**config.mk**
```make
export PLATFORM = sky130hd
export DESIGN_NAME = http_chunked_body_decoder
export DESIGN_NICKNAME = d
export VERILOG_FILES = /design/src/hw/rtl/hcbd_pkg.sv /design/src/hw/rtl/hcbd_core.sv /design/src/hw/rtl/http_chunked_body_decoder.sv
export SDC_FILE = /design/constraint.sdc
export NUM_CORES = 1
export LEC_CHECK = 0
export ABC_AREA = 1
export BUFFER_PORTS_ARGS = -buffer_cell sky130_fd_sc_hd__buf_2
export CAP_MARGIN = 5
export CELL_PAD_IN_SITES_DETAIL_PLACEMENT = 1
export CELL_PAD_IN_SITES_GLOBAL_PLACEMENT = 2
export CORE_ASPECT_RATIO = 0.5
export CORE_MARGIN = 10
export CORE_UTILIZATION = 39
export CTS_CLUSTER_DIAMETER = 50
export DETAILED_ROUTE_END_ITERATION = 8
export GPL_TIMING_DRIVEN = 0
export MAX_ROUTING_LAYER = met4
export PLACE_DENSITY = 0.94
export SYNTH_ARGS = -nofsm -noshare
export SYNTH_HDL_FRONTEND = slang
export SYNTH_HIERARCHICAL = 1
export SYNTH_SLANG_ARGS = --single-unit
```
**constraint.sdc**
```tcl
create_clock -name clk -period 10.5 [get_ports clk]
set_input_delay 0.525 -clock clk [delete_from_list [all_inputs] [get_ports clk]]
set_output_delay 0.525 -clock clk [all_outputs]
set_load 0.005 [all_outputs]
```
**src/hw/rtl/hcbd_pkg.sv**
```systemverilog
// Package for the chunked body decoder: word types, phase and status codes,
// byte classifiers. Depends on nothing.
`default_nettype none

package hcbd_pkg;

    localparam int LENGTH_BITS_DEF = 32;

    localparam logic [7:0] CH_NUL   = 8'h00;
    localparam logic [7:0] CH_TAB   = 8'h09;
    localparam logic [7:0] CH_LF    = 8'h0A;
    localparam logic [7:0] CH_CR    = 8'h0D;
    localparam logic [7:0] CH_SPACE = 8'h20;

    typedef enum logic [2:0] {
        PH_LEAD     = 3'd0,
        PH_HEX      = 3'd1,
        PH_LEAD_CR  = 3'd2,
        PH_HEX_CR   = 3'd3,
        PH_DATA     = 3'd4,
        PH_TRAIL_CR = 3'd5,
        PH_TRAIL_LF = 3'd6,
        PH_DONE     = 3'd7
    } phase_t;

    typedef enum logic [1:0] {
        ST_MORE     = 2'd0,
        ST_COMPLETE = 2'd1,
        ST_AFTER    = 2'd2,
        ST_ERROR    = 2'd3
    } status_t;

    typedef struct packed {
        logic       action;
        logic [7:0] data_byte;
    } in_word_t;

    typedef struct packed {
        logic        payload_valid;
        logic [7:0]  payload_byte;
        logic [31:0] payload_offset;
        status_t     status;
        logic [31:0] total_size;
    } out_word_t;

    // True for 0-9, A-F, a-f
    function automatic logic is_hex(input logic [7:0] b);
        return (b >= 8'h30 && b <= 8'h39) || (b >= 8'h41 && b <= 8'h46)
            || (b >= 8'h61 && b <= 8'h66);
    endfunction

    // Digit value; meaningful only where is_hex holds
    function automatic logic [3:0] hex_val(input logic [7:0] b);
        logic [7:0] v;
        if (b <= 8'h39)
            v = b - 8'h30;
        else if (b <= 8'h46)
            v = b - 8'h37;
        else
            v = b - 8'h57;
        return v[3:0];
    endfunction

    // Space, TAB, LF, VT, FF, CR
    function automatic logic is_blank(input logic [7:0] b);
        return b == CH_SPACE || (b >= CH_TAB && b <= CH_CR);
    endfunction

endpackage

`default_nettype wire

```
**src/hw/rtl/hcbd_core.sv**
```systemverilog
// Decoder state and the single-pass step logic for one input word.
// Depends on hcbd_pkg.
`default_nettype none

module hcbd_core #(
    parameter int LENGTH_BITS = hcbd_pkg::LENGTH_BITS_DEF
) (
    input  wire logic                clk,
    input  wire logic                rst_n,
    input  wire logic                step,
    input  wire hcbd_pkg::in_word_t  word,
    output hcbd_pkg::out_word_t      result
);

    hcbd_pkg::phase_t         phase_reg, phase_next;
    logic [LENGTH_BITS-1:0]   chunk_reg, chunk_next;
    logic [LENGTH_BITS-1:0]   body_reg, body_next;
    logic [LENGTH_BITS-1:0]   acc_reg, acc_next;
    logic [LENGTH_BITS-1:0]   chunk_dec;
    logic [LENGTH_BITS-1:0]   total_sum;
    logic                     ended_reg, ended_next;
    logic                     last_reg, last_next;
    logic                     error_reg, error_next;
    logic [7:0]               b;
    hcbd_pkg::phase_t         line_phase;
    logic                     line_lf;

    assign b         = word.data_byte;
    assign chunk_dec = chunk_reg - LENGTH_BITS'(1);
    assign total_sum = body_next + chunk_next;

    // Size-line phase that a non-LF byte falls back to
    always_comb
    begin
        if (phase_reg == hcbd_pkg::PH_LEAD || phase_reg == hcbd_pkg::PH_LEAD_CR)
            line_phase = hcbd_pkg::PH_LEAD;
        else
            line_phase = hcbd_pkg::PH_HEX;
        line_lf = (phase_reg == hcbd_pkg::PH_LEAD_CR || phase_reg == hcbd_pkg::PH_HEX_CR)
            && b == hcbd_pkg::CH_LF;
    end

    // Next state
    always_comb
    begin
        phase_next = phase_reg;
        chunk_next = chunk_reg;
        body_next  = body_reg;
        acc_next   = acc_reg;
        ended_next = ended_reg;
        last_next  = last_reg;
        error_next = error_reg;
        if (!word.action)
        begin
            phase_next = hcbd_pkg::PH_LEAD;
            chunk_next = '0;
            body_next  = '0;
            acc_next   = '0;
            ended_next = 1'b0;
            last_next  = 1'b0;
            error_next = 1'b0;
        end
        else if (!error_reg)
        begin
            case (phase_reg)
                hcbd_pkg::PH_LEAD, hcbd_pkg::PH_HEX,
                hcbd_pkg::PH_LEAD_CR, hcbd_pkg::PH_HEX_CR:
                begin
                    if (line_lf)
                    begin
                        // End of size line: check the total still fits
                        if (acc_reg > ~body_reg)
                            error_next = 1'b1;
                        else
                        begin
                            acc_next   = '0;
                            ended_next = 1'b0;
                            if (acc_reg == '0)
                            begin
                                last_next  = 1'b1;
                                phase_next = hcbd_pkg::PH_TRAIL_CR;
                            end
                            else
                            begin
                                chunk_next = acc_reg;
                                phase_next = hcbd_pkg::PH_DATA;
                            end
                        end
                    end
                    else
                    begin
                        phase_next = line_phase;
                        if (b == hcbd_pkg::CH_NUL)
                            error_next = 1'b1;
                        else if (line_phase == hcbd_pkg::PH_LEAD)
                        begin
                            // Skip blanks before the first digit
                            if (b == hcbd_pkg::CH_CR)
                                phase_next = hcbd_pkg::PH_LEAD_CR;
                            else if (!hcbd_pkg::is_blank(b))
                            begin
                                phase_next = hcbd_pkg::PH_HEX;
                                if (hcbd_pkg::is_hex(b))
                                    acc_next = LENGTH_BITS'(hcbd_pkg::hex_val(b));
                                else
                                    ended_next = 1'b1;
                            end
                        end
                        else if (b == hcbd_pkg::CH_CR)
                        begin
                            ended_next = 1'b1;
                            phase_next = hcbd_pkg::PH_HEX_CR;
                        end
                        else if (!ended_reg)
                        begin
                            // Accumulate digits, flagging overflow; drop text after them
                            if (!hcbd_pkg::is_hex(b))
                                ended_next = 1'b1;
                            else if (acc_reg[LENGTH_BITS-1 -: 4] != 4'd0)
                                error_next = 1'b1;
                            else
                                acc_next = {acc_reg[LENGTH_BITS-5:0], hcbd_pkg::hex_val(b)};
                        end
                    end
                end
                hcbd_pkg::PH_DATA:
                begin
                    body_next  = body_reg + LENGTH_BITS'(1);
                    chunk_next = chunk_dec;
                    if (chunk_dec == '0)
                        phase_next = hcbd_pkg::PH_TRAIL_CR;
                end
                hcbd_pkg::PH_TRAIL_CR:
                begin
                    if (b != hcbd_pkg::CH_CR)
                        error_next = 1'b1;
                    else
                        phase_next = hcbd_pkg::PH_TRAIL_LF;
                end
                hcbd_pkg::PH_TRAIL_LF:
                begin
                    if (b != hcbd_pkg::CH_LF)
                        error_next = 1'b1;
                    else if (last_reg)
                        phase_next = hcbd_pkg::PH_DONE;
                    else
                        phase_next = hcbd_pkg::PH_LEAD;
                end
                default:
                begin
                    phase_next = phase_reg;
                end
            endcase
        end
    end

    // Result word
    always_comb
    begin
        result.payload_valid  = word.action && !error_reg && phase_reg == hcbd_pkg::PH_DATA;
        result.payload_byte   = result.payload_valid ? b : 8'd0;
        result.payload_offset = result.payload_valid ? 32'(body_reg) : 32'd0;
        result.total_size     = 32'(total_sum);
        if (!word.action)
            result.status = hcbd_pkg::ST_MORE;
        else if (error_next)
            result.status = hcbd_pkg::ST_ERROR;
        else if (phase_reg == hcbd_pkg::PH_TRAIL_LF && last_reg)
            result.status = hcbd_pkg::ST_COMPLETE;
        else if (phase_reg == hcbd_pkg::PH_DONE)
            result.status = hcbd_pkg::ST_AFTER;
        else
            result.status = hcbd_pkg::ST_MORE;
    end

    // Advance state on each step
    always_ff @(posedge clk or negedge rst_n)
    begin
        if (!rst_n)
        begin
            phase_reg <= hcbd_pkg::PH_LEAD;
            chunk_reg <= '0;
            body_reg  <= '0;
            acc_reg   <= '0;
            ended_reg <= 1'b0;
            last_reg  <= 1'b0;
            error_reg <= 1'b0;
        end
        else if (step)
        begin
            phase_reg <= phase_next;
            chunk_reg <= chunk_next;
            body_reg  <= body_next;
            acc_reg   <= acc_next;
            ended_reg <= ended_next;
            last_reg  <= last_next;
            error_reg <= error_next;
        end
    end

endmodule

`default_nettype wire

```
**src/hw/rtl/http_chunked_body_decoder.sv**
```systemverilog
// HTTP/1.1 chunked body decoder: one received byte per word in, one result word
// out per byte, at one word per clock when the output side keeps up. A word is held
// in the input register, is decoded against the state in a single pass and lands
// in the output register. Throughput is set by the output register: it refills
// in the same cycle it is taken.
// Top level: input and output registers around hcbd_core. Depends on hcbd_pkg.
`default_nettype none

module http_chunked_body_decoder #(
    parameter int LENGTH_BITS = hcbd_pkg::LENGTH_BITS_DEF
) (
    input  wire logic                clk,
    input  wire logic                rst_n,
    input  wire logic                item_valid,
    output logic                     item_ready,
    input  wire hcbd_pkg::in_word_t  item,
    output logic                     result_valid,
    input  wire logic                result_ready,
    output hcbd_pkg::out_word_t      result
);

    logic                 in_valid_reg;
    hcbd_pkg::in_word_t   in_word_reg;
    logic                 out_valid_reg;
    hcbd_pkg::out_word_t  out_word_reg;
    hcbd_pkg::out_word_t  step_result;
    logic                 advance;

    // Move a word forward when the output register is free or being taken
    assign advance      = in_valid_reg && (!out_valid_reg || result_ready);
    assign item_ready   = !in_valid_reg || advance;
    assign result_valid = out_valid_reg;
    assign result       = out_word_reg;

    hcbd_core #(
        .LENGTH_BITS(LENGTH_BITS)
    ) u_core (
        .clk    (clk),
        .rst_n  (rst_n),
        .step   (advance),
        .word   (in_word_reg),
        .result (step_result)
    );

    // Hold the input word
    always_ff @(posedge clk or negedge rst_n)
    begin
        if (!rst_n)
            in_valid_reg <= 1'b0;
        else if (item_ready)
            in_valid_reg <= item_valid;
    end

    always_ff @(posedge clk)
    begin
        if (item_ready && item_valid)
            in_word_reg <= item;
    end

    // Hold the result word until taken
    always_ff @(posedge clk or negedge rst_n)
    begin
        if (!rst_n)
            out_valid_reg <= 1'b0;
        else if (advance)
            out_valid_reg <= 1'b1;
        else if (result_ready)
            out_valid_reg <= 1'b0;
    end

    always_ff @(posedge clk)
    begin
        if (advance)
            out_word_reg <= step_result;
    end

endmodule

`default_nettype wire

```
==> reports/metrics.cfg <==
[outcome]
status = finished clean

[floorplan]
die_h_um = 150.2
die_w_um = 280.4
rows = 47
dieArea_um2 = 42120
fp.coreArea_um2 = 33230
initial_utilization_pct = 39.80
pin_count = 90

[layout]
area_delta_synth_final_pct = 13.00
fin_nets = 1978
drive_gt1_share_pct = 11.06
fin_area_um2 = 14940
ff_latch_area_um2 = 5125
fin_cells = 2350
largest_reg_flops = 75
nFillCells = 4220
final_util_pct = 44.98
multi_input_area_um2 = 7005

[cts]
cts_resized = 0
clkTransAtPathRegs_ns = 0.08
clock_sinks = 188
htreeDepth = 4
cts_buffer_depth = 2
cts_setup_buffers = 0
clk_latency_ns = 0.47
cts_tree = built
cts_buffers = 17
ctsHoldBuffers = 0
cts_root_buf = clkbuf_16

[placed_design]
hpwl_um = 40020
routabilityCongestion = 0.9428
dp_slack_ns = 5.238
place_area_um2 = 14310
port_buffers = 89
post-place-cells = 2316

[global_routing]
grt_pass1_wl_um = 75410
grt_use_total_pct = 24.23
antenna_found_initial = 2
grt_start_max_net_pins = 58
grt-ovfl-total = 0
grt_pass1_vias = 12650

[sta]
clock_skew_ns = 0.01387
worst_slack_ns = 5.081
slew_viol_final = 0
rsz0062_at_grt = no
fin_crit_sh_pct = 51.61
setup_viol = 0
hold_violations = 0
max_freq_mhz = 184.5
timing.setup.tns_ns = 0
tightest_slew_ns = 0.9154
min_period_ns = 5.419
relSlewSlack_pct = 38.97

[flow_run]
maxCapViolCount = 0

[synth]
synth-xor-area-share_pct = 3.113
synth_fa_ha_area_share_pct = 6.774
yosys.area.top_type_share_pct = 19.68
synth.distinct_cells = 50
synth_compound_area_share_pct = 13.56
seq_area_frac_synth_pct = 38.75
synth_enable_flop_cells = 84
muxShareOfSynthArea_pct = 0
synth-main-ff-cell = dfrtp_1
yosysMostFrequentCell = nand2_1
synth_top_family_by_area = simple AND/OR/NAND/NOR gates
synthTopCellsByArea = dfrtp_1 20%, edfxtp_1 19%, nand2_1 13%
yosys.area.top_type = dfrtp_1
syn_area_per_cell_um2 = 7.417
synth.cell_area_um2 = 13230
synth_cells = 1783
synth-simple-area-share_pct = 29.44
synth_seq_cells = 188
synth.top_cells.by_count = 458 x nand2_1, 208 x inv_1, 162 x nor2_1
syn_nets = 1867
ys_warn_count = 6
synthArstFlopShare_pct = 55.32

[detailed_routing]
drc = 0
detail_route.wl_per_cell_um = 21.20
vias = 12830
drt_iter0_drc = 1080
wirelength_um = 49820
antenna_left = 0
first_pass_iters = 5
via_per_inst = 5.458

[worst_setup_path]
timing.reg2reg.setup_slack_ns = 5.08
crit_path_start_kind = flop
worstPathRequired_ns = 10.72
worst_r2r_path_depth = 28
reg2reg_from = u_core/body_reg[27]
slowest_delay_ns = 0.60
r2r-end = result[30]
cpMostUsedCell = nand2_1
arrival_ns = 5.64
endpoint_kind = flop
cp_slowest_cell = o21ai_0
critPathKind = reg -> reg
startpoint = u_core/body_reg[27]
cp_num_buf_inv = 5
critPathTopFamily = simple AND/OR/NAND/NOR gates
path_max_fanout = 10

[pwr]
power.density_nw_per_um2 = 132.3
p_leak_uw = 0.007336
ir_drop_mv = 0.1139

[min_path]
hold_class = in -> async

[cell usage in the layout (no fill, tap or decap), drive strengths merged, types with 2 or more instances in the layout]
cell type / Yosys / routed
o211ai: 4 / 4
nand2: 463 / 463
xor2: 35 / 35
nor2: 183 / 183
a21oi: 115 / 115
clkinv: 2 / 10
nor4: 10 / 10
dfrtp: 104 / 104
a21boi: 30 / 30
inv: 224 / 229
a221oi: 2 / 2
o31ai: 3 / 3
edfxtp: 84 / 84
diode: 0 / 2
and2: 2 / 2
nor3: 30 / 30
bufinv: 0 / 2
ha: 70 / 70
clkbuf: 34 / 51
buf: 20 / 112
o21ai: 144 / 144
a31oi: 2 / 2
nand4: 33 / 33
a22oi: 2 / 2
o21a: 9 / 9
a21o: 3 / 3
o21bai: 4 / 4
nand3: 152 / 152
xnor2: 12 / 12
[power breakdown]
group | switching [uW] | internal, uW
registers | 25.0 | 807
logic | 306 | 123
clock network | 351 | 366
total | 682 | 1300
[cell type report]
| class | instances | share of cell area [%] |
|---|---|---|
| antenna | 2 | 0.03349 |
| buffer | 54 | 1.708 |
| clock buffer | 17 | 2.847 |
| clock inverter | 15 | 1.381 |
| inverter | 226 | 5.693 |
| multi-input combinational | 1315 | 46.88 |
| sequential | 188 | 34.29 |
| tap | 441 | 3.692 |
| timing repair buffer | 92 | 3.475 |
[worst max-delay path by stage]
stage                              end  slack (ns)  cells past startpoint
detailed placement          result[30]        5.24                     28
global route                result[30]        4.76                     28
CTS                         result[30]        5.19                     28
finish                      result[30]        5.08                     28
floorplan           u_core/acc_reg[19]        4.36                     10
global placement    u_core/acc_reg[23]        1.21                     11
[logic make-up after synthesis]
group                    count (synthesis)
AND/OR/NAND/NOR                        875
AO/OA/AOI/OAI                          322
XOR/XNOR                                47
flip-flops                             188
adder cells (fa/ha/maj)                 71
buffers and inverters                  280
[metrics by stage]
stage,hold slack [ns],power (uW)
after floorplan,0.2294,1113
after global placement,0.4692,1264
after CTS,0.07017,1987
after detailed placement,0.4866,1272
after global routing,0.08006,2076
final,0.04505,1977
[layer usage]
metal | track usage (%) | part of all wire (%) | vias to the layer above | wire [um]
met5 | - | 0 | - | 0
met4 | 5.536 | 1.5 | 0 | 734
met3 | 6.396 | 8.1 | 41 | 4038
met2 | 35.73 | 43 | 378 | 21360
met1 | 32.78 | 48 | 6278 | 23690
li1 | - | - | 6129 | -
Note: power is estimated with default switching activity, not from simulation.
